===== src/hw/rtl/pbas_pkg.sv =====
package pbas_pkg;

  // Field widths of the command, result and configuration port.
  localparam int CMD_W      = 2;
  localparam int IDX_W      = 16;
  localparam int END_W      = 17;
  localparam int VAL_W      = 32;
  localparam int WIDTH_W    = 6;
  localparam int COUNT_W    = 17;
  localparam int CFG_IDX_W  = 1;
  localparam int CFG_DATA_W = 17;

  // Bit position of an element start (below 65536 * 32), word index and bit offset.
  localparam int POS_W  = 21;
  localparam int WIDX_W = 16;
  localparam int OFF_W  = 6;

  // Entries in the queue between front and back end; a power of two.
  localparam int QUEUE_DEPTH = 2;

  // Command codes.
  localparam logic [CMD_W-1:0] CMD_READ  = 2'd0;
  localparam logic [CMD_W-1:0] CMD_WRITE = 2'd1;
  localparam logic [CMD_W-1:0] CMD_FILL  = 2'd2;

  // Configuration register indexes.
  localparam logic [CFG_IDX_W-1:0] CFG_ELEMENT_WIDTH = 1'd0;
  localparam logic [CFG_IDX_W-1:0] CFG_ELEMENT_COUNT = 1'd1;

  // Register limits and reset values.
  localparam logic [WIDTH_W-1:0] MAX_WIDTH   = 6'd32;
  localparam logic [WIDTH_W-1:0] WIDTH_RESET = 6'd8;
  localparam logic [COUNT_W-1:0] MAX_COUNT   = 17'd65536;
  localparam logic [COUNT_W-1:0] COUNT_RESET = 17'd0;

  // What the back end has to do with a classified command.
  typedef enum logic [1:0] {
    OP_RESP,
    OP_READ,
    OP_WRITE,
    OP_FILL
  } op_kind_t;

  typedef struct packed {
    op_kind_t             kind;
    logic                 status;
    logic [WIDTH_W-1:0]   width;
    logic [POS_W-1:0]     pos;
    logic [COUNT_W-1:0]   count;
    logic [VAL_W-1:0]     value;
    logic [WIDX_W-1:0]    word;
    logic [OFF_W-1:0]     offset;
  } pbas_op_t;

  // Low w bits set; w is at most 32.
  function automatic logic [VAL_W-1:0] width_mask(input logic [WIDTH_W-1:0] w);
    logic [VAL_W:0] full;
    full = ((VAL_W+1)'(1) << w) - (VAL_W+1)'(1);
    return full[VAL_W-1:0];
  endfunction

endpackage


===== src/hw/rtl/pbas_ifs.sv =====
// Command channel.
interface pbas_in_if;
  import pbas_pkg::*;

  logic               valid;
  logic               ready;
  logic [CMD_W-1:0]   command;
  logic [IDX_W-1:0]   index;
  logic [END_W-1:0]   end_index;
  logic [VAL_W-1:0]   value;

  modport source(output valid, command, index, end_index, value, input ready);
  modport sink(input valid, command, index, end_index, value, output ready);
endinterface



===== src/hw/rtl/pbas_front.sv =====
module pbas_front #(
  parameter int WORD_COUNT = 1024,
  parameter int WORD_BITS  = 64
) (
  input  logic                            clk,
  input  logic                            rst_n,
  input  logic                            cfg_we,
  input  logic [pbas_pkg::CFG_IDX_W-1:0]  cfg_index,
  input  logic [pbas_pkg::CFG_DATA_W-1:0] cfg_data,
  input  logic                            accept_en,
  pbas_in_if.sink                         in_ch,
  output logic                            push_valid,
  input  logic                            push_ready,
  output pbas_pkg::pbas_op_t              push_op
);
  import pbas_pkg::*;

  // Bit counts are compared at 23 bits: the store holds at most 2^22 bits.
  localparam int TOTAL_W = 23;
  localparam logic [TOTAL_W-1:0] TOTAL_BITS = TOTAL_W'(WORD_COUNT * WORD_BITS);

  // Exact floor division of a bit position by WORD_BITS through a reciprocal.
  localparam int RECIP_SH = POS_W + 6;
  localparam int RECIP_W  = 23;
  localparam logic [RECIP_W-1:0] RECIP =
    RECIP_W'(((64'd1 << RECIP_SH) + 64'(WORD_BITS) - 64'd1) / 64'(WORD_BITS));
  localparam int PROD_W = POS_W + RECIP_W;

  logic [WIDTH_W-1:0] width_r;
  logic [COUNT_W-1:0] count_r;
  logic               a_valid_r;
  logic               b_valid_r;
  pbas_op_t           a_r;
  pbas_op_t           b_r;

  logic [WIDTH_W-1:0] w_eff;
  logic [COUNT_W-1:0] n_eff;
  logic [END_W-1:0]   idx_ext;
  logic [TOTAL_W-1:0] start_bits;
  logic [TOTAL_W-1:0] stop_bits;
  logic [TOTAL_W-1:0] end_bits;
  logic               idx_bad;
  logic               rw_bad;
  logic               fill_bad;
  logic               fill_empty;
  pbas_op_t           op_in;
  logic               a_ready;
  logic               b_ready;
  logic [PROD_W-1:0]  prod;
  pbas_op_t           b_op;
  logic               in_xfer;

  // Register limits: larger values act as the maximum.
  assign w_eff = (width_r > MAX_WIDTH) ? MAX_WIDTH : width_r;
  assign n_eff = (count_r > MAX_COUNT) ? MAX_COUNT : count_r;

  // Bounds of the addressed element and of the fill range.
  assign idx_ext    = END_W'(in_ch.index);
  assign start_bits = TOTAL_W'(in_ch.index) * TOTAL_W'(w_eff);
  assign stop_bits  = start_bits + TOTAL_W'(w_eff);
  assign end_bits   = TOTAL_W'(in_ch.end_index) * TOTAL_W'(w_eff);
  assign idx_bad    = idx_ext >= n_eff;
  assign rw_bad     = idx_bad || (stop_bits > TOTAL_BITS);
  assign fill_bad   = idx_bad || (in_ch.end_index > n_eff) || (end_bits > TOTAL_BITS);
  assign fill_empty = idx_ext >= in_ch.end_index;

  // Classify the command; errors and no-op commands only need a response.
  always_comb begin
    op_in        = '0;
    op_in.width  = w_eff;
    op_in.pos    = start_bits[POS_W-1:0];
    op_in.count  = in_ch.end_index - idx_ext;
    op_in.value  = in_ch.value & width_mask(w_eff);
    op_in.kind   = OP_RESP;
    op_in.status = 1'b1;
    case (in_ch.command)
      CMD_READ, CMD_WRITE: begin
        if (!rw_bad) begin
          op_in.status = 1'b0;
          if (w_eff != '0) begin
            op_in.kind = (in_ch.command == CMD_READ) ? OP_READ : OP_WRITE;
          end
        end
      end
      CMD_FILL: begin
        if (!fill_bad) begin
          op_in.status = 1'b0;
          if ((w_eff != '0) && !fill_empty) begin
            op_in.kind = OP_FILL;
          end
        end
      end
      default: begin
        op_in.kind = OP_RESP;
      end
    endcase
  end

  // Two-stage pipeline: bounds check, then word index.
  assign b_ready     = !b_valid_r || push_ready;
  assign a_ready     = !a_valid_r || b_ready;
  assign in_ch.ready = accept_en && a_ready;
  assign in_xfer     = in_ch.valid && in_ch.ready;

  always_comb begin
    prod      = PROD_W'(a_r.pos) * PROD_W'(RECIP);
    b_op      = a_r;
    b_op.word = prod[RECIP_SH +: WIDX_W];
  end

  // Bit offset within the word is what the word index leaves of the position.
  always_comb begin
    push_op        = b_r;
    push_op.offset = OFF_W'(b_r.pos - POS_W'(b_r.word * WORD_BITS));
  end
  assign push_valid = b_valid_r;

  // Configuration registers and stage valid flags.
  always_ff @(posedge clk) begin
    if (!rst_n) begin
      width_r   <= WIDTH_RESET;
      count_r   <= COUNT_RESET;
      a_valid_r <= 1'b0;
      b_valid_r <= 1'b0;
    end else begin
      if (cfg_we) begin
        case (cfg_index)
          CFG_ELEMENT_WIDTH: width_r <= cfg_data[WIDTH_W-1:0];
          CFG_ELEMENT_COUNT: count_r <= cfg_data[COUNT_W-1:0];
          default: ;
        endcase
      end
      if (a_ready) begin
        a_valid_r <= in_xfer;
      end
      if (b_ready) begin
        b_valid_r <= a_valid_r;
      end
    end
  end

  // Stage payloads.
  always_ff @(posedge clk) begin
    if (in_xfer) begin
      a_r <= op_in;
    end
    if (b_ready && a_valid_r) begin
      b_r <= b_op;
    end
  end

endmodule


===== src/flat_wrapper.sv =====
// flat-port wrapper written by rule: the top's interface ports become plain ports
module pbas_front_flat import pbas_pkg::*;
#(
  parameter int WORD_COUNT = 1024,
  parameter int WORD_BITS  = 64
)
  (clk, rst_n, cfg_we, cfg_index, cfg_data, accept_en, push_valid, push_ready, push_op, in_ch_valid, in_ch_command, in_ch_index, in_ch_end_index, in_ch_value, in_ch_ready);
  pbas_in_if in_ch_i ();
  input  logic clk;
  input  logic rst_n;
  input  logic cfg_we;
  input  logic [pbas_pkg::CFG_IDX_W-1:0] cfg_index;
  input  logic [pbas_pkg::CFG_DATA_W-1:0] cfg_data;
  input  logic accept_en;
  output logic push_valid;
  input  logic push_ready;
  output pbas_pkg::pbas_op_t push_op;
  input wire logic [$bits(in_ch_i.valid)-1:0] in_ch_valid;
  input wire logic [$bits(in_ch_i.command)-1:0] in_ch_command;
  input wire logic [$bits(in_ch_i.index)-1:0] in_ch_index;
  input wire logic [$bits(in_ch_i.end_index)-1:0] in_ch_end_index;
  input wire logic [$bits(in_ch_i.value)-1:0] in_ch_value;
  output wire logic [$bits(in_ch_i.ready)-1:0] in_ch_ready;
  assign in_ch_i.valid = in_ch_valid;
  assign in_ch_i.command = in_ch_command;
  assign in_ch_i.index = in_ch_index;
  assign in_ch_i.end_index = in_ch_end_index;
  assign in_ch_i.value = in_ch_value;
  assign in_ch_ready = in_ch_i.ready;
  pbas_front #(.WORD_COUNT(WORD_COUNT), .WORD_BITS(WORD_BITS)) u_core (.clk(clk), .rst_n(rst_n), .cfg_we(cfg_we), .cfg_index(cfg_index), .cfg_data(cfg_data), .accept_en(accept_en), .in_ch(in_ch_i), .push_valid(push_valid), .push_ready(push_ready), .push_op(push_op));
endmodule

===== config.mk =====
export PLATFORM = sky130hd
export DESIGN_NAME = pbas_front_flat
export DESIGN_NICKNAME = d
export VERILOG_FILES = /design/src/hw/rtl/pbas_pkg.sv /design/src/hw/rtl/pbas_ifs.sv /design/src/hw/rtl/pbas_front.sv /design/src/flat_wrapper.sv
export SDC_FILE = /design/constraint.sdc
export NUM_CORES = 1
export LEC_CHECK = 0
export ABC_AREA = 1
export BUFFER_PORTS_ARGS = -buffer_cell sky130_fd_sc_hd__buf_2
export CAP_MARGIN = 20
export CORE_UTILIZATION = 30
export DETAILED_ROUTE_END_ITERATION = 7
export GPL_ROUTABILITY_DRIVEN = 0
export GPL_TIMING_DRIVEN = 0
export PLACE_DENSITY = 0.56
export SLEW_MARGIN = 20
export SYNTH_ARGS = -nofsm -noshare
export SYNTH_HDL_FRONTEND = slang
export SYNTH_SLANG_ARGS = --single-unit

===== constraint.sdc =====
create_clock -name clk -period 5.2 [get_ports clk]
set_input_delay 0.52 -clock clk [delete_from_list [all_inputs] [get_ports clk]]
set_output_delay 0.52 -clock clk [all_outputs]
set_load 0.005 [all_outputs]

Yosys cells after proc, flatten, opt, wreduce, memory -nomap -nowiden

Cells that the tools add are included.

Flip-flop bits (word level): 198
Input port bits: 91
Logic and storage cells: 61

$add $sub $neg: 4
$mul: 2
$lt $le $gt $ge: 7
Equality and inequality tests: 2
Shift operators: 1
Multiplexer cells: 9
Bitwise logic cells: 2
Reduce and logical (&&, ||, !) cells: 17

Operator list:

| cell                                                            | count |
|---|---|
| greater-than comparator 23 x 17 -> 1 bit, second input constant | 2 |
| >= comparator 16 x 17 -> 1 bit                                  | 2 |
| AND 32 bit                                                      | 1 |
| << shifter 1 x 6 -> 32 bit, first input constant                | 1 |
| subtractor 32 x 2 -> 32 bit, second input constant              | 1 |
| adder 22 x 6 -> 23 bit                                          | 1 |
| multiplier 17 x 6 -> 23 bit                                     | 1 |
| multiplier 16 x 6 -> 22 bit                                     | 1 |
| greater-than comparator 17 bit                                  | 1 |
| greater-than comparator 17 bit, second input constant           | 1 |
| 2-to-1 mux 17 bit                                               | 1 |
| subtractor 17 x 16 -> 17 bit                                    | 1 |
| greater-than comparator 6 bit, second input constant            | 1 |
| 2-to-1 mux 2 bit                                                | 3 |
| 2-to-1 mux 3 bit                                                | 2 |
| 2-to-1 mux 6 bit                                                | 1 |
| nonzero test 6 bit                                              | 1 |
| subtractor 6 x 1 -> 6 bit, second input constant                | 1 |
| logical OR 1 bit                                                | 5 |
| logical AND 1 bit                                               | 4 |
| one-hot mux 2 bit (2 select lines)                              | 1 |
| AND reduction 2 bit                                             | 2 |
| logical NOT 1 bit                                               | 3 |
| equality test 2 x 1 -> 1 bit, second input constant             | 1 |
| other kinds (5)                                                 | 5 |

Depth between registers and ports, before layout

Depth in word-level cells: 8
Mapped depth: 35
Depth with buffers taken out: 31

Least setup slack after synthesis

No wires, ideal clock.

Kind: register to register
Start: reg u_core.width_r[5]
End: reg u_core.a_r[98] in the netlist's numbering, data pin
Arrival: 4851 ps
Setup slack: 100 ps
Cell stages (with the launch flop): 31
Clock period less this slack: 5100 ps
Cells stage by stage: dfxtp_1 -> buf_2 -> nor2_2 -> buf_2 -> buf_1 -> nand2_1 -> fa_1 -> fa_1 -> fa_1 -> inv_1 -> ha_1 -> buf_6 -> xnor2_1 -> ha_1 -> nand2_1 -> inv_1 -> nand2_1 -> nand2_1 -> nand3_1 -> nor2_2 -> nand3_1 -> nor2_2 -> nand2_1 -> nand2_1 -> nand2_1 -> nor2_1 -> nand2_1 -> nor2_2 -> nand3_1 -> nand2_1 -> inv_1

RTL lines:

| element                  | RTL line          | RTL |
|---|---|---|
| start: declaration       | pbas_front.sv:29  | `logic [WIDTH_W-1:0] width_r;` |
| start signal: assignment | pbas_front.sv:128 | `CFG_ELEMENT_WIDTH: width_r <= cfg_data[WIDTH_W-1:0];` |
| end signal: assignment   | pbas_front.sv:145 | `a_r <= op_in;` |
| end: declaration         | pbas_front.sv:33  | `pbas_op_t a_r;` |

==> impl_metrics.tcl <==
set metrics [dict create \
    slowest_delay_ns 0.54 \
    r2r_start "u_core.width_r[5]$_SDFFE_PN0P_" \
    synth-edff-count 158 \
    synth_compound_area_share_pct 6.05 \
    rows 82 \
    min_from "cfg_data[11]" \
    drt.antenna.violating_nets 0 \
    grt_pass1_wl_microns 71000 \
    setup_viol 0 \
    clk_pin_slew_ns 0.08 \
    mostFrequentLayoutCell "nand2_1" \
    final_cell_area_sq_um 19100 \
    r2r_slack_ns 0.15 \
    insertion_delay_ns 0.47 \
    fp.dieH_microns 228 \
    status "completed" \
    yosysWarningCount 0 \
    nNetsFinal 2419 \
    die_x_microns 228 \
    cts_tree "built" \
    yosysTopAreaCell "edfxtp_1" \
    synth_adder_area_share_pct 25.1 \
    routed_wl_microns 45500 \
    crit_path_max_fanout 10 \
    syn_inst 1829 \
    crit_path_start_kind "register" \
    synth_top_family_by_area "adder cells" \
    area_delta_synth_final_pct 24.5 \
    rsz0062_at_grt "yes" \
    p_per_area_nw_per_um2 285 \
    crit_required_ns 5.44 \
    ys_ff_latch 183 \
    period_share_pct 97.2 \
    synth-xor-area-share_pct 2.06 \
    worst_hold_path.num_cells 3 \
    worst_pin_slew_ns 0.651 \
    power_leakage_nw 9.03 \
    port_buffers 192 \
    ios 194 \
    finClkSkew_ns 0.0175 \
    clockBufferDepth 2 \
    drv_slew 0 \
    r2r-end "u_core.a_r[98]$_DFFE_PP_" \
    drive_above_1_share_pct 22.6 \
    grt_usage_pct 17.7 \
    clock-sinks 183 \
    final-seq-area_sq_um 5250 \
    path_class "reg2reg" \
    synthMuxAreaShare_pct 0 \
    cp_slowest_cell "fa_1" \
    avgViaCountPerCell 4.74 \
    cts_buffers 17 \
    cp-end-kind "register" \
    drc_errors 0 \
    synth_fp_nets 2156 \
    synth_area_sq_um 15300 \
    post_dp_cell_area_sq_um 17300 \
    cts_hold_buf 0 \
    cts-root-buf "clkbuf_16" \
    maxCapViolCount 0 \
    irDropWorstVdd_uv 240 \
    synth.distinct_cells 52 \
    fmax_ghz 0.198 \
    synth_flop_cell "edfxtp_1" \
    antenna_found_initial 15 \
    grt_max_degree 29 \
    multi_input_comb_area_sq_um 9200 \
    synth_area_leaders "edfxtp_1, fa_1, nand2_1" \
    min_to "u_core.count_r[11]$_SDFFE_PN0P_" \
    core_sq_um 50300 \
    avgRoutedWirePerCell_microns 16.3 \
    fillers 5115 \
    synth.avg_cell_area_sq_um 8.39 \
    finalCriticalPeriod_ns 5.05 \
    maxSlewHeadroom_pct 56.6 \
    reg2reg_depth 29 \
    synth.yosys.seq_area_share_pct 34.2 \
    drtPass1Iterations 5 \
    htreeDepth 4 \
    arrival_ns 5.29 \
    initial_core_util_pct 30.5 \
    finalHoldViolations 0 \
    yosys.area_share.simple_pct 23.2 \
    grt.overflow.total 0 \
    fin_util_pct 38.0 \
    crit_start "u_core.width_r[5]$_SDFFE_PN0P_" \
    min_path_type "in2reg" \
    synth_top_area_share_pct 30.9 \
    first_iter_violations 907 \
    final_cell_mix "nand2_1, inv_1, nor2_1, buf_2, edfxtp_1" \
    dpl.hpwl_microns 35500 \
    grt_pass1_vias 13000 \
    vias 13200 \
    die-area_sq_um 52100 \
    async_flop_share_pct 0 \
]
==> synthesized netlist by cell type, drive strengths merged, types with 2 or more instances <==
master	instances
o21bai	4
or2	2
nor3b	3
nor3	16
dfxtp	25
nand4	16
nor2	253
a21boi	2
inv	299
a21oi	83
fa	119
o21ai	58
xor2	26
nor4	8
o211ai	4
nand3b	6
nand3	91
clkinv	2
ha	117
edfxtp	158
nand2	447
a21o	7
a31oi	4
xnor2	10
nor4b	3
clkbuf	15
buf	40
==> kinds of logic (layout without fill, tap and decap cells) <==
kind of cell	count (synthesis)	count (layout)
flops	183	183
other cells	1	7
xor+xnor	36	36
simple gates	848	848
compound gates	169	169
buf+inv	356	632
fa+ha+maj	236	236
==> how the worst max path moves through the flow <==
stage	end	slack, ns	depth (start not counted)
5_1_grt	u_core.a_r[98]$_DFFE_PP_	-0.10	32
4_1_cts	u_core.a_r[98]$_DFFE_PP_	0.0001	29
2_1_floorplan	u_core.a_r[98]$_DFFE_PP_	0.1	30
3_5_place_dp	u_core.a_r[98]$_DFFE_PP_	-1.33	30
3_3_place_gp	u_core.push_op[91]$_DFFE_PP_	-2.10	3
6_report	u_core.a_r[98]$_DFFE_PP_	0.15	29
==> final cells by class <==
| type | instances | area share, % |
|---|---|---|
| multi-input combinational | 1290 | 48.2 |
| sequential | 183 | 27.5 |
| timing repair buffer | 247 | 8.15 |
| inverter | 301 | 6.03 |
| tap | 672 | 4.40 |
| buffer | 52 | 2.48 |
| clock buffer | 17 | 2.23 |
| clock inverter | 15 | 0.970 |
| antenna | 6 | 0.0786 |
==> metal layers <==
layer | routed length, microns | GRT usage, % | vias to the layer above
met5 | 111 | 0 | -
met4 | 923 | 5.54 | 20
met3 | 3020 | 3.89 | 78
met2 | 20700 | 28.3 | 402
met1 | 20700 | 23.6 | 6320
li1 | - | - | 6360
==> flip-flops by register name (all words and copies together) (netlist names) <==
register           cells
u_core.count_r        17
u_core.width_r         6
u_core.push_op        79
u_core.a_valid_r       1
u_core.push_valid      1
u_core.a_r            79
==> timing repair <==
action                     4_1_cts  5_1_grt
buffers inserted                20       27
cloned                           0        1
pin swaps                       16       48
setup endpoints to repair        4        3
resized for setup              111      116
==> critical path, delay by kind of cell (launching register included) <==
kind | cells | cell delay (ns)
adder cells (fa/ha/maj) | 4 | 1.85
AND/OR/NAND/NOR | 18 | 1.77
buffers and inverters | 6 | 0.57
flip-flops | 1 | 0.42
AO/OA/AOI/OAI | 1 | 0.18
==> report_power, final <==
| group | switching [mW] | internal, mW | leakage, nW | total [mW] |
|---|---|---|---|---|
| registers | 0.0325 | 1.73 | 1.68 | 1.76 |
| clock network | 0.695 | 0.661 | 0.299 | 1.36 |
| logic | 1.43 | 0.902 | 7.05 | 2.33 |
| total | 2.16 | 3.29 | 9.03 | 5.45 |
==> per-stage QoR <==
stage                     TNS (ns)  cells  hold WS (ns)  setup WS (ns)  total power, mW
after floorplan                  0   1829         0.400         0.0995             3.21
after global placement     -304.10   2693         0.402          -2.10             3.70
after detailed placement     -3.68   2700         0.405          -1.33             3.74
after CTS                        0   2750         0.278       0.000126             5.25
after global routing        -0.119   2781         0.309         -0.105             5.84
final                            0   2783         0.306          0.146             5.45
(Power assumes the default switching activity.)
