### config.mk
export PLATFORM = sky130hd
export DESIGN_NAME = pbas_queue
export DESIGN_NICKNAME = d
export VERILOG_FILES = /design/src/hw/rtl/pbas_pkg.sv /design/src/hw/rtl/pbas_queue.sv
export SDC_FILE = /design/constraint.sdc
export NUM_CORES = 1
export LEC_CHECK = 0
export BUFFER_PORTS_ARGS = -buffer_cell sky130_fd_sc_hd__clkbuf_2
export CORE_UTILIZATION = 56
export CTS_CLUSTER_DIAMETER = 200
export DETAILED_ROUTE_END_ITERATION = 6
export PLACE_DENSITY = 0.95
export REMOVE_ABC_BUFFERS = 1
export SETUP_SLACK_MARGIN = 0.2
export SYNTH_ARGS = -nofsm -noshare
export SYNTH_HDL_FRONTEND = slang
export SYNTH_SLANG_ARGS = --single-unit
### constraint.sdc
create_clock -name clk -period 7.1 [get_ports clk]
set_input_delay 1.775 -clock clk [delete_from_list [all_inputs] [get_ports clk]]
set_output_delay 1.775 -clock clk [all_outputs]
set_load 0.05 [all_outputs]
### src/hw/rtl/pbas_pkg.sv
package pbas_pkg;

  // Field widths of the command, result and configuration port.
  localparam int CMD_W      = 2;
  localparam int IDX_W      = 16;
  localparam int END_W      = 17;
  localparam int VAL_W      = 32;
  localparam int WIDTH_W    = 6;
  localparam int COUNT_W    = 17;
  localparam int CFG_IDX_W  = 1;
  localparam int CFG_DATA_W = 17;

  // Bit position of an element start (below 65536 * 32), word index and bit offset.
  localparam int POS_W  = 21;
  localparam int WIDX_W = 16;
  localparam int OFF_W  = 6;

  // Entries in the queue between front and back end; a power of two.
  localparam int QUEUE_DEPTH = 2;

  // Command codes.
  localparam logic [CMD_W-1:0] CMD_READ  = 2'd0;
  localparam logic [CMD_W-1:0] CMD_WRITE = 2'd1;
  localparam logic [CMD_W-1:0] CMD_FILL  = 2'd2;

  // Configuration register indexes.
  localparam logic [CFG_IDX_W-1:0] CFG_ELEMENT_WIDTH = 1'd0;
  localparam logic [CFG_IDX_W-1:0] CFG_ELEMENT_COUNT = 1'd1;

  // Register limits and reset values.
  localparam logic [WIDTH_W-1:0] MAX_WIDTH   = 6'd32;
  localparam logic [WIDTH_W-1:0] WIDTH_RESET = 6'd8;
  localparam logic [COUNT_W-1:0] MAX_COUNT   = 17'd65536;
  localparam logic [COUNT_W-1:0] COUNT_RESET = 17'd0;

  // What the back end has to do with a classified command.
  typedef enum logic [1:0] {
    OP_RESP,
    OP_READ,
    OP_WRITE,
    OP_FILL
  } op_kind_t;

  typedef struct packed {
    op_kind_t             kind;
    logic                 status;
    logic [WIDTH_W-1:0]   width;
    logic [POS_W-1:0]     pos;
    logic [COUNT_W-1:0]   count;
    logic [VAL_W-1:0]     value;
    logic [WIDX_W-1:0]    word;
    logic [OFF_W-1:0]     offset;
  } pbas_op_t;

  // Low w bits set; w is at most 32.
  function automatic logic [VAL_W-1:0] width_mask(input logic [WIDTH_W-1:0] w);
    logic [VAL_W:0] full;
    full = ((VAL_W+1)'(1) << w) - (VAL_W+1)'(1);
    return full[VAL_W-1:0];
  endfunction

endpackage

### src/hw/rtl/pbas_queue.sv
module pbas_queue (
  input  logic               clk,
  input  logic               rst_n,
  input  logic               push_valid,
  output logic               push_ready,
  input  pbas_pkg::pbas_op_t push_op,
  output logic               pop_valid,
  input  logic               pop_ready,
  output pbas_pkg::pbas_op_t pop_op
);
  import pbas_pkg::*;

  localparam int PTR_W = (QUEUE_DEPTH > 1) ? $clog2(QUEUE_DEPTH) : 1;
  localparam logic [PTR_W:0] FULL_LEVEL = (PTR_W+1)'(QUEUE_DEPTH);

  pbas_op_t         entries_r [QUEUE_DEPTH];
  logic [PTR_W-1:0] wr_ptr_r;
  logic [PTR_W-1:0] rd_ptr_r;
  logic [PTR_W:0]   level_r;
  logic             push_xfer;
  logic             pop_xfer;

  assign push_ready = level_r != FULL_LEVEL;
  assign pop_valid  = level_r != '0;
  assign pop_op     = entries_r[rd_ptr_r];
  assign push_xfer  = push_valid && push_ready;
  assign pop_xfer   = pop_valid && pop_ready;

  // Pointers wrap naturally since the depth is a power of two.
  always_ff @(posedge clk) begin
    if (!rst_n) begin
      wr_ptr_r <= '0;
      rd_ptr_r <= '0;
      level_r  <= '0;
    end else begin
      if (push_xfer) begin
        wr_ptr_r <= wr_ptr_r + PTR_W'(1);
      end
      if (pop_xfer) begin
        rd_ptr_r <= rd_ptr_r + PTR_W'(1);
      end
      if (push_xfer && !pop_xfer) begin
        level_r <= level_r + (PTR_W+1)'(1);
      end else if (pop_xfer && !push_xfer) begin
        level_r <= level_r - (PTR_W+1)'(1);
      end
    end
  end

  // Entry storage.
  always_ff @(posedge clk) begin
    if (push_xfer) begin
      entries_r[wr_ptr_r] <= push_op;
    end
  end

endmodule

== After elaboration in Yosys (flattened, before gate mapping) ==
Memory sizes are Yosys's and may differ from the RTL's. A register that Yosys moved wholly into a read port is not among the register bits.
Index checks and enable logic that the tools add are counted.

* Bits in registers: 4
* Latch bits: 0
* RAM bits: 202
* Bits in read-only memories: 0
* Input bits: 105
* Output and inout bits: 103
* Memories: 1

* Add/subtract/negate cells: 4
* $mul: 0
* Div/mod/pow operators: 0
* Order comparisons: 0
* Eq/ne operators: 1
* Shifts and indexed selects: 0
* Multiplexer cells: 6
* Bitwise logic cells: 0
* Reduce and logical (&&, ||, !) cells: 8

{| class="wikitable"
|+ Memory list
! memory !! depth !! bits a word !! read ports !! clocked after Yosys merged registers in !! wr ports !! RTL line !! source
|-
| entries_r || 2 || 101 || 1 || 1 || 1 || pbas_queue.sv:16 || <nowiki>pbas_op_t entries_r [QUEUE_DEPTH];</nowiki>
|}

{| class="wikitable"
|+ Operator list
! kind !! number
|-
| 1-bit logical AND || 4
|-
| 1-bit two-way mux || 4
|-
| 2-bit two-way mux || 2
|-
| 2-bit nonzero test || 2
|-
| 1-bit adder (second input constant) || 2
|-
| 2-bit by 1-bit adder with 2-bit output (second input constant) || 1
|-
| 1-bit zero test || 2
|-
| 2-bit != test (second input constant) || 1
|-
| 2-bit by 1-bit subtractor with 2-bit output (second input constant) || 1
|}

== Logic depth before layout (Yosys ltp) ==
Gate-level depths: netlist (run 1).

* Depth after elaboration: 6
* Gate-level depth with buffers: 6
* Gate-level depth less buffers: 6

== Least setup slack after synthesis (run 1) ==
No wires, ideal clock.

* Path kind: input to register
* From: in push_valid
* To: mem entries_r[1][0] (netlist name), enable pin
* Setup time: 0.472 ns
* Arrival time: 4.163 ns
* Required time: 6.628 ns
* Slack: 2.465 ns
* Cell stages on the path: 1
* Cells stage by stage: and3_1

* Word-level cells in the longest chain between the ends: 3

{| class="wikitable"
|+ Ends and longest elaborated chain
! item !! RTL line !! source
|-
| from (decl) || pbas_queue.sv:4 || <nowiki>input logic push_valid,</nowiki>
|-
| 1-bit logical AND || pbas_queue.sv:26 || <nowiki>assign push_xfer = push_valid && push_ready;</nowiki>
|-
| 1-bit two-way mux || pbas_queue.sv:52 || <nowiki>if (push_xfer) begin</nowiki>
|-
| 1-bit two-way mux (not written as such) || pbas_queue.sv:53 || <nowiki>entries_r[wr_ptr_r] <= push_op;</nowiki>
|-
| to (decl) || pbas_queue.sv:16 ||
|}

Every way passes these cells.

==> metrics, run 1 <==
run status completed; Mean Syn Cell Area 22.4 µm²; stage delay of the slowest cell on the critical path 720 ps; CTS tree done; fraction of the mapped netlist area in compound gates 0.00463; setup fix buffers added after clock tree synthesis 0; post-layout net count 666; maximum number of buffers from clock root to sink 3; Max-Slew Margin vs Limit 0.501; overall die area 14000 µm²; pin count of the biggest net entering global routing 60; Routed Antenna Nets 0; final count of negative-setup-slack endpoints 0; Sink Count 207; clock-pin transition on the worst setup and hold timing paths 50 ps; crit path buf inv count 2; top cell type by total area after synthesis sky130_fd_sc_hd__edfxtp_1; remaining routing DRC violations 0; Total Wirelength 13.2 mm; basic-gate share of the synthesized area counting and, or, nand and nor cells 0.00861; P per Cell Area 413 nW/µm²; Die Height 118 µm; routed wirelength normalized by instance count 17.6 µm; clock root buffer master sky130_fd_sc_hd__clkbuf_16; die extent in x 118 µm; arithmetic-cell share of the synthesized area counting full adders, half adders and majority gates 0.00166; Synth cell types 21; clk_lat worst skew 470 ps; gate count after technology mapping 338; portion of synthesized cell area occupied by the leading cell type 0.802; maxcap violations 0; worst-case hold slack 596 ps; share of async-settable or async-resettable flops after synthesis 0; number of enable-type register cells in the synthesized netlist 202; relative area change from synthesis to final layout 23.4%; number of warnings issued by yosys 0; count of state elements after synthesis 207; xor-xnor portion of the synthesized cell area 0.00348; top cell types by occurrence after synthesis 202 x sky130_fd_sc_hd__edfxtp_1, 101 x sky130_fd_sc_hd__mux2_2, 9 x sky130_fd_sc_hd__buf_6; vias in the first global route 4102; worst hold-check path type flip-flop to flip-flop; wire length of the first global-routing pass 20.2 mm; antenna diode instance count 0; crit end category primary output; Post-DP Area 8740 µm²; largest cells by area after synthesis sky130_fd_sc_hd__edfxtp_1 80%, sky130_fd_sc_hd__mux2_2 15%, sky130_fd_sc_hd__buf_6 1.3%; antenna violations before repair 0; final estimated routing congestion in global placement 0.744; final worst-path cycle share 0.615; GRT Total Usage 0.187; largest family of logic cells by synthesized area multiplexers; H-tree levels 1; vias per inst 5.14; met3 layer usage reported by global route 0.0434; final hold violations 0; total via count in the routed design 3850; most frequently used flop master after synthesis sky130_fd_sc_hd__edfxtp_1; GR met1 Demand/Resource 0.225; Top Family by Delay on Critical Path buffers and inverters; row cnt 42; most numerous cell in the Yosys netlist sky130_fd_sc_hd__edfxtp_1; clock period minus worst slack 4370 ps; Critical Path Slowest Stage Cell sky130_fd_sc_hd__dfxtp_4; element type at the critical path start flip-flop; starting density of the core 0.573; ordered list of cells on the worst path buf_4 > mux2_2 > clkbuf_2; I/O Pins 208; number of DRC markers after the initial detailed-route iteration 266; total clock buffers created by CTS 21; TritonRoute pass-1 iters 6; gr ovfl total 0; highest ir drop seen on vdd 0.324 mV; total half-perimeter wirelength after legalization and detailed placement 8.74 mm; kind of critical path flip-flop to primary output; number of buffers inserted by port buffering 207; share of synthesized area spent on multiplexers 0.150; Data required, critical path 5330 ps; max-slew violation count 0; slew at the pin closest to its max-slew limit 749 ps; part of the Yosys area used for sequential elements 0.816; core area 13200 µm²; maximum clock skew at final layout 7.29 ps; worst-path fanout max 59; Hold Buf Count CTS 0; global routing usage on met2 0.339; Most Crowded Layer GR met2; synthesized cell area 7560 µm²; setup repair after global routing missed its margin no; fraction of layout instances using a drive strength above 1 0.595; Data arrival, critical path 2590 ps; setup TNS after final layout 0 ps; post-route cell area 9330 µm²; post-cts sizing count 0; highest attainable clock frequency 229 MHz; Leak 3.52 nW
## final timing paths
kind | slack, ps | endpoint | depth (start not counted) | startpoint
hold reg to reg | 600 | flip-flop | 2 | rd_ptr_r
hold / removal | 600 | flip-flop | 2 | rd_ptr_r
setup reg to reg | 4710 | entries_r[1][83] | 3 | level_r[0]
setup / recovery | 2730 | pop_op[44] | 3 | flip-flop
## cells by family after synthesis
kind of cell	count (synthesis)
xor+xnor	3
flops	207
buf+inv	12
compound gates	5
simple gates	9
fa+ha+maj	1
mux	101
## layout make-up
cell class / count / area [µm²]
tap: 176 / 220
sequential: 207 / 6170
timing repair buffer: 210 / 1060
inverter: 1 / 6.26
clock buffer: 26 / 544
clock inverter: 10 / 45.0
multi-input combinational: 119 / 1280
fill: 855 / 3860
## sequential cells by signal (all words and copies together) (netlist names), named ones only
name / flops
rd_ptr_r: 1
wr_ptr_r: 1
level_r: 2
entries_r: 202
## worst min-delay path, stage by stage (launching register included)
cell	delay [ps]
sky130_fd_sc_hd__dfxtp_1	340
sky130_fd_sc_hd__xnor2_1	80
sky130_fd_sc_hd__and2_1	140
## per-layer routing
metal / part of all wire / vias up
met3: 0.070 / 26
met1: 0.39 / 1874
li1: - / 1788
met5: 0 / -
met4: 0.017 / 0
met2: 0.52 / 162
## where the power goes
group          switching [mW]  total, mW  internal (mW)
clock                   0.401      0.941          0.540
combinational           0.948       1.30          0.356
sequential             0.0746       1.60           1.53
total                    1.42       3.85           2.43
## placed cells by master (no fill, tap or decap), types with 2 or more instances in the layout
master                        n
sky130_fd_sc_hd__edfxtp_1   202
sky130_fd_sc_hd__and2_1       4
sky130_fd_sc_hd__mux2_2     101
sky130_fd_sc_hd__clkbuf_2   207
sky130_fd_sc_hd__xnor2_1      2
sky130_fd_sc_hd__clkinv_1     7
sky130_fd_sc_hd__clkbuf_1     5
sky130_fd_sc_hd__clkbuf_16   21
sky130_fd_sc_hd__buf_4        3
sky130_fd_sc_hd__dfxtp_1      4
sky130_fd_sc_hd__clkinv_2     2
## metrics by stage
stage	util	power [mW]	instances	worst slack (ps)
floorplan	-	2.66	327	2170
global placement	0.662	2.90	713	3250
detailed placement	0.662	2.94	713	3200
CTS	0.707	3.89	749	2670
global route	0.707	3.99	749	2580
finish	0.707	3.85	749	2730
Note: power is estimated with default switching activity, not from simulation.
==> inputs of run 2 (changes only) <==
CORE_UTILIZATION = 52   (was 56)
PLACE_DENSITY = 0.89   (was 0.95)
clock period = 4.2 ns   (was 7.1 ns; I/O delays follow)
==> metrics, run 2 (synthesis gave the netlist of run 1 again) <==
run status completed; max-slew violation count 0 (unchanged); antenna violations before repair 0 (unchanged); Total Wirelength 13.2 mm (+0.41%); Die Height 123 µm (+3.7%); total via count in the routed design 3839 (-0.29%); number of DRC markers after the initial detailed-route iteration 203 (-24%); Final Util 0.670 (-0.0365); maximum clock skew at final layout 16.7 ps (+9.45 ps); die extent in x 123 µm (+3.7%); element type at the critical path start flip-flop; clock period minus worst slack 3340 ps; H-tree levels 1 (unchanged); highest attainable clock frequency 300 MHz; crit end category primary output; maximum number of buffers from clock root to sink 3 (unchanged); most common cell after layout, fill and taps aside sky130_fd_sc_hd__clkbuf_2; Max-Slew Margin vs Limit 0.455 (-0.0458); worst-path fanout max 52 (-12%); clk_lat worst skew 480 ps (about the same); number of buffers inserted by port buffering 207 (unchanged); worst hold-check path type flip-flop to flip-flop; maxcap violations 0 (unchanged); Post-DP Area 8770 µm² (+0.43%); Placed Instances 718 (+0.70%); worst-case hold slack 559 ps (-36.6 ps); number of non-filler instances in the completed layout 752 (+0.40%); total clock buffers created by CTS 20 (-4.8%); FF-to-FF setup slack 2060 ps (-2650 ps); P per Cell Area 707 nW/µm² (+71%); final count of negative-setup-slack endpoints 0 (unchanged); Largest regs entries_r: 202 flops, level_r: 2 flops; total half-perimeter wirelength after legalization and detailed placement 8.76 mm (+0.22%); slew at the pin closest to its max-slew limit 818 ps (+68.8 ps); final estimated routing congestion in global placement 0.699 (-6.0%); starting density of the core 0.538 (-0.0348); clock-pin transition on the worst setup and hold timing paths 60 ps (about the same); relative area change from synthesis to final layout 24.5%; wire length of the first global-routing pass 19.9 mm (-1.7%); origin of the critical flop-to-flop path level_r[0]; core area 14000 µm² (+6.5%); worst setup slack before clock tree synthesis 1320 ps (-1880 ps); Final Worst Setup Slack 865 ps (-1870 ps); register name with the most flops entries_r; post-layout net count 666 (unchanged); Data arrival, critical path 2290 ps (-300 ps); vias per inst 5.11 (-0.68%); GRT Total Usage 0.174 (-0.0125); antenna diode instance count 0 (unchanged); hold path startpoint level_r[1]; post-route cell area 9420 µm² (+0.97%); kind of critical path flip-flop to primary output; I/O Pins 208 (unchanged); gr ovfl total 0 (unchanged); vias in the first global route 4045 (-1.4%); final worst-path cycle share 0.794; fraction of layout instances using a drive strength above 1 0.603 (+0.00803); overall die area 15000 µm² (+7.6%); Hold Buf Count CTS 0 (unchanged); Sink Count 207 (unchanged); highest-count cells in the layout ignoring fill and taps 207 x sky130_fd_sc_hd__clkbuf_2, 202 x sky130_fd_sc_hd__edfxtp_1, 101 x sky130_fd_sc_hd__mux2_2, 21 x sky130_fd_sc_hd__clkbuf_16, 5 x sky130_fd_sc_hd__clkbuf_1; remaining routing DRC violations 0 (unchanged); Leak 3.56 nW (+1.1%); CTS tree done; pin count of the biggest net entering global routing 63 (+5.0%); final hold violations 0 (unchanged); Data required, critical path 3150 ps (-2180 ps); Fill cells 919 (+7.5%); row cnt 43 (+2.4%); setup fix buffers added after clock tree synthesis 0 (unchanged); clock root buffer master sky130_fd_sc_hd__clkbuf_16; max FFs per register 202 (unchanged); TritonRoute pass-1 iters 4 (-2); routed wirelength normalized by instance count 17.6 µm (about the same); Routed Antenna Nets 0 (unchanged); post-cts sizing count 0 (unchanged); highest ir drop seen on vdd 0.468 mV (+44%); setup repair after global routing missed its margin no
==> run 2: cell types whose count changed in the layout (fill, tap and decap cells not counted), sizes merged <==
| cell | before | now |
|---|---|---|
| inv | 2 | 1 |
| bufinv | 0 | 1 |
| clkbuf | 233 | 237 |
| buf | 3 | 4 |
| clkinv | 9 | 3 |
==> run 2: worst paths after layout <==
kind	cells past startpoint	end
hold / removal	2	level_r[1]
setup reg to reg	3	entries_r[1][65]
setup / recovery	3	pop_op[25]
hold reg to reg	2	level_r[1]
==> run 2: per-stage QoR <==
step | power (mW) | TNS, ps
detailed placement | 4.99 | 0
global route | 6.91 | 0
global placement | 4.95 | 0
finish | 6.66 | 0
floorplan | 4.50 | -81.8
CTS | 6.73 | 0
==> run 2: area by class of cell <==
type / count / area [µm²] / area share
clock buffers: 30 / 599 / 0.0637
clock inverters: 4 / 42.5 / 0.00452
inverters: 1 / 6.26 / 0.000664
multi-input cells: 119 / 1280 / 0.136
flip-flops and latches: 207 / 6170 / 0.655
well taps: 180 / 225 / 0.0239
repair buffers: 211 / 1090 / 0.116
==> run 2: routing by layer <==
| metal | vias up | GRT usage | part of all wire |
|---|---|---|---|
| met4 | 0 | 0.0503 | 0.019 |
| met5 | - | 0 | 0 |
| met2 | 133 | 0.311 | 0.52 |
| met1 | 1896 | 0.207 | 0.39 |
| met3 | 23 | 0.0446 | 0.067 |
| li1 | 1787 | - | - |
==> run 2: worst max-delay path: stages (launching register included) <==
cell                       delay [ps]
sky130_fd_sc_hd__dfxtp_4          790
sky130_fd_sc_hd__buf_12           350
sky130_fd_sc_hd__mux2_2           380
sky130_fd_sc_hd__clkbuf_2         240
==> run 2: report_power, final <==
group	switching (mW)	leakage [nW]	total, mW	internal [mW]
sequential	0.131	1.93	2.71	2.58
combinational	1.59	1.32	2.21	0.618
clock	0.691	0.315	1.73	1.04
total	2.41	3.56	6.66	4.24
==> inputs of run 3 (changes only) <==
clock period = 3.14 ns   (was 4.2 ns; I/O delays follow)
==> metrics, run 3 (synthesis gave the netlist of run 1 again) <==
Hold Buf Count CTS 0 (unchanged); antenna diode instance count 0 (unchanged); highest ir drop seen on vdd 0.649 mV (+39%); clock-pin transition on the worst setup and hold timing paths 60 ps (about the same); Die Height 123 µm (unchanged); Total Wirelength 14.0 mm (+5.7%); Routed Antenna Nets 0 (unchanged); setup TNS after final layout 0 ps (unchanged); vias in the first global route 4096 (+1.3%); final estimated routing congestion in global placement 0.717 (+2.5%); slew at the pin closest to its max-slew limit 489 ps (-329 ps); clock root buffer master sky130_fd_sc_hd__clkbuf_16; total clock buffers created by CTS 21 (+5.0%); total via count in the routed design 3913 (+1.9%); highest attainable clock frequency 350 MHz; post-layout net count 669 (+0.45%); Max-Slew Margin vs Limit 0.674 (+0.219); Leak 3.58 nW (+0.57%); remaining routing DRC violations 0 (unchanged); clk_lat worst skew 490 ps (about the same); starting density of the core 0.538 (unchanged); relative area change from synthesis to final layout 25.4%; max FFs per register 202 (unchanged); worst setup slack before clock tree synthesis 781 ps (-539 ps); routed wirelength normalized by instance count 18.5 µm (+4.9%); Total Power Consumption 9.00 mW (+35%); max-slew violation count 0 (unchanged); antenna violations before repair 0 (unchanged); setup fix buffers added after clock tree synthesis 0 (unchanged); Final Worst Setup Slack 285 ps (-580 ps); overall die area 15000 µm² (unchanged); core area 14000 µm² (unchanged); die extent in x 123 µm (unchanged); element type at the critical path start flip-flop; final worst-path cycle share 0.909; crit end category primary output; vias per inst 5.16 (+1.1%); Largest regs entries_r: 202 flops, level_r: 2 flops; TritonRoute pass-1 iters 4 (unchanged); worst-path fanout max 35 (-33%); run status completed; worst hold-check path type input port to flip-flop; kind of critical path flip-flop to primary output; P per Cell Area 949 nW/µm² (+34%); total half-perimeter wirelength after legalization and detailed placement 9.43 mm (+7.6%); final count of negative-setup-slack endpoints 0 (unchanged); clock period minus worst slack 2860 ps; wire length of the first global-routing pass 20.3 mm (+1.9%); Data required, critical path 2350 ps (-800 ps); row cnt 43 (unchanged); highest-count cells in the layout ignoring fill and taps 207 x sky130_fd_sc_hd__clkbuf_2, 202 x sky130_fd_sc_hd__edfxtp_1, 101 x sky130_fd_sc_hd__mux2_2, 21 x sky130_fd_sc_hd__clkbuf_16, 7 x sky130_fd_sc_hd__clkinv_1; maximum number of buffers from clock root to sink 3 (unchanged); worst-case hold slack 481 ps (-78.4 ps); final hold violations 0 (unchanged); Sink Count 207 (unchanged); fraction of layout instances using a drive strength above 1 0.600 (-0.00280); Data arrival, critical path 2070 ps (-220 ps); H-tree levels 1 (unchanged); I/O Pins 208 (unchanged); gr ovfl total 0 (unchanged); number of buffers inserted by port buffering 207 (unchanged); post-cts sizing count 0 (unchanged); GRT Total Usage 0.180 (+0.00571); pin count of the biggest net entering global routing 64 (+1.6%); CTS tree done; setup repair after global routing missed its margin no; maxcap violations 0 (unchanged); number of DRC markers after the initial detailed-route iteration 270 (+33%); register name with the most flops entries_r; maximum clock skew at final layout 26.0 ps (+9.29 ps); most common cell after layout, fill and taps aside sky130_fd_sc_hd__clkbuf_2
## run 3: worst paths after layout
check                                 from  cells past startpoint                to  slack (ps)
worst min register to register  level_r[1]                      2        level_r[1]         580
worst min-delay path            push_op[1]                      1   entries_r[0][1]         480
worst max register to register  level_r[0]                      4  entries_r[0][66]        1280
worst max-delay path             flip-flop                      3        pop_op[53]         280
## run 3: layout make-up
type                            instances  area (µm²)
Tap cell                              180         225
Sequential cell                       207        6170
Inverter                                1        6.26
Fill cell                             954        4560
Clock buffer                           25         541
Clock inverter                         13         113
Multi-Input combinational cell        119        1280
Timing Repair Buffer                  213        1140
## run 3: power by group
part | total, mW | switching [mW] | internal [mW]
clock network | 2.35 | 0.961 | 1.39
registers | 3.61 | 0.154 | 3.45
logic | 3.04 | 2.18 | 0.857
## run 3: critical path: stages, from the launching register on
cell and delay [ps]:
sky130_fd_sc_hd__dfxtp_4 650, sky130_fd_sc_hd__buf_12 280, sky130_fd_sc_hd__mux2_2 370, sky130_fd_sc_hd__clkbuf_2 240
## run 3: routing by layer
metal,up-vias,wire (µm),GRT usage
li1,1799,-,-
met1,1940,5440,0.205
met2,147,7430,0.334
met3,27,839,0.0400
met4,0,297,0.0549
met5,-,0,0
## run 3: through the flow
stage	cells	instance area, µm²	util
floorplan	327	7450	-
global placement	720	8830	0.629
detailed placement	720	8830	0.629
CTS	758	9480	0.675
global route	758	9480	0.675
finish	758	9480	0.675
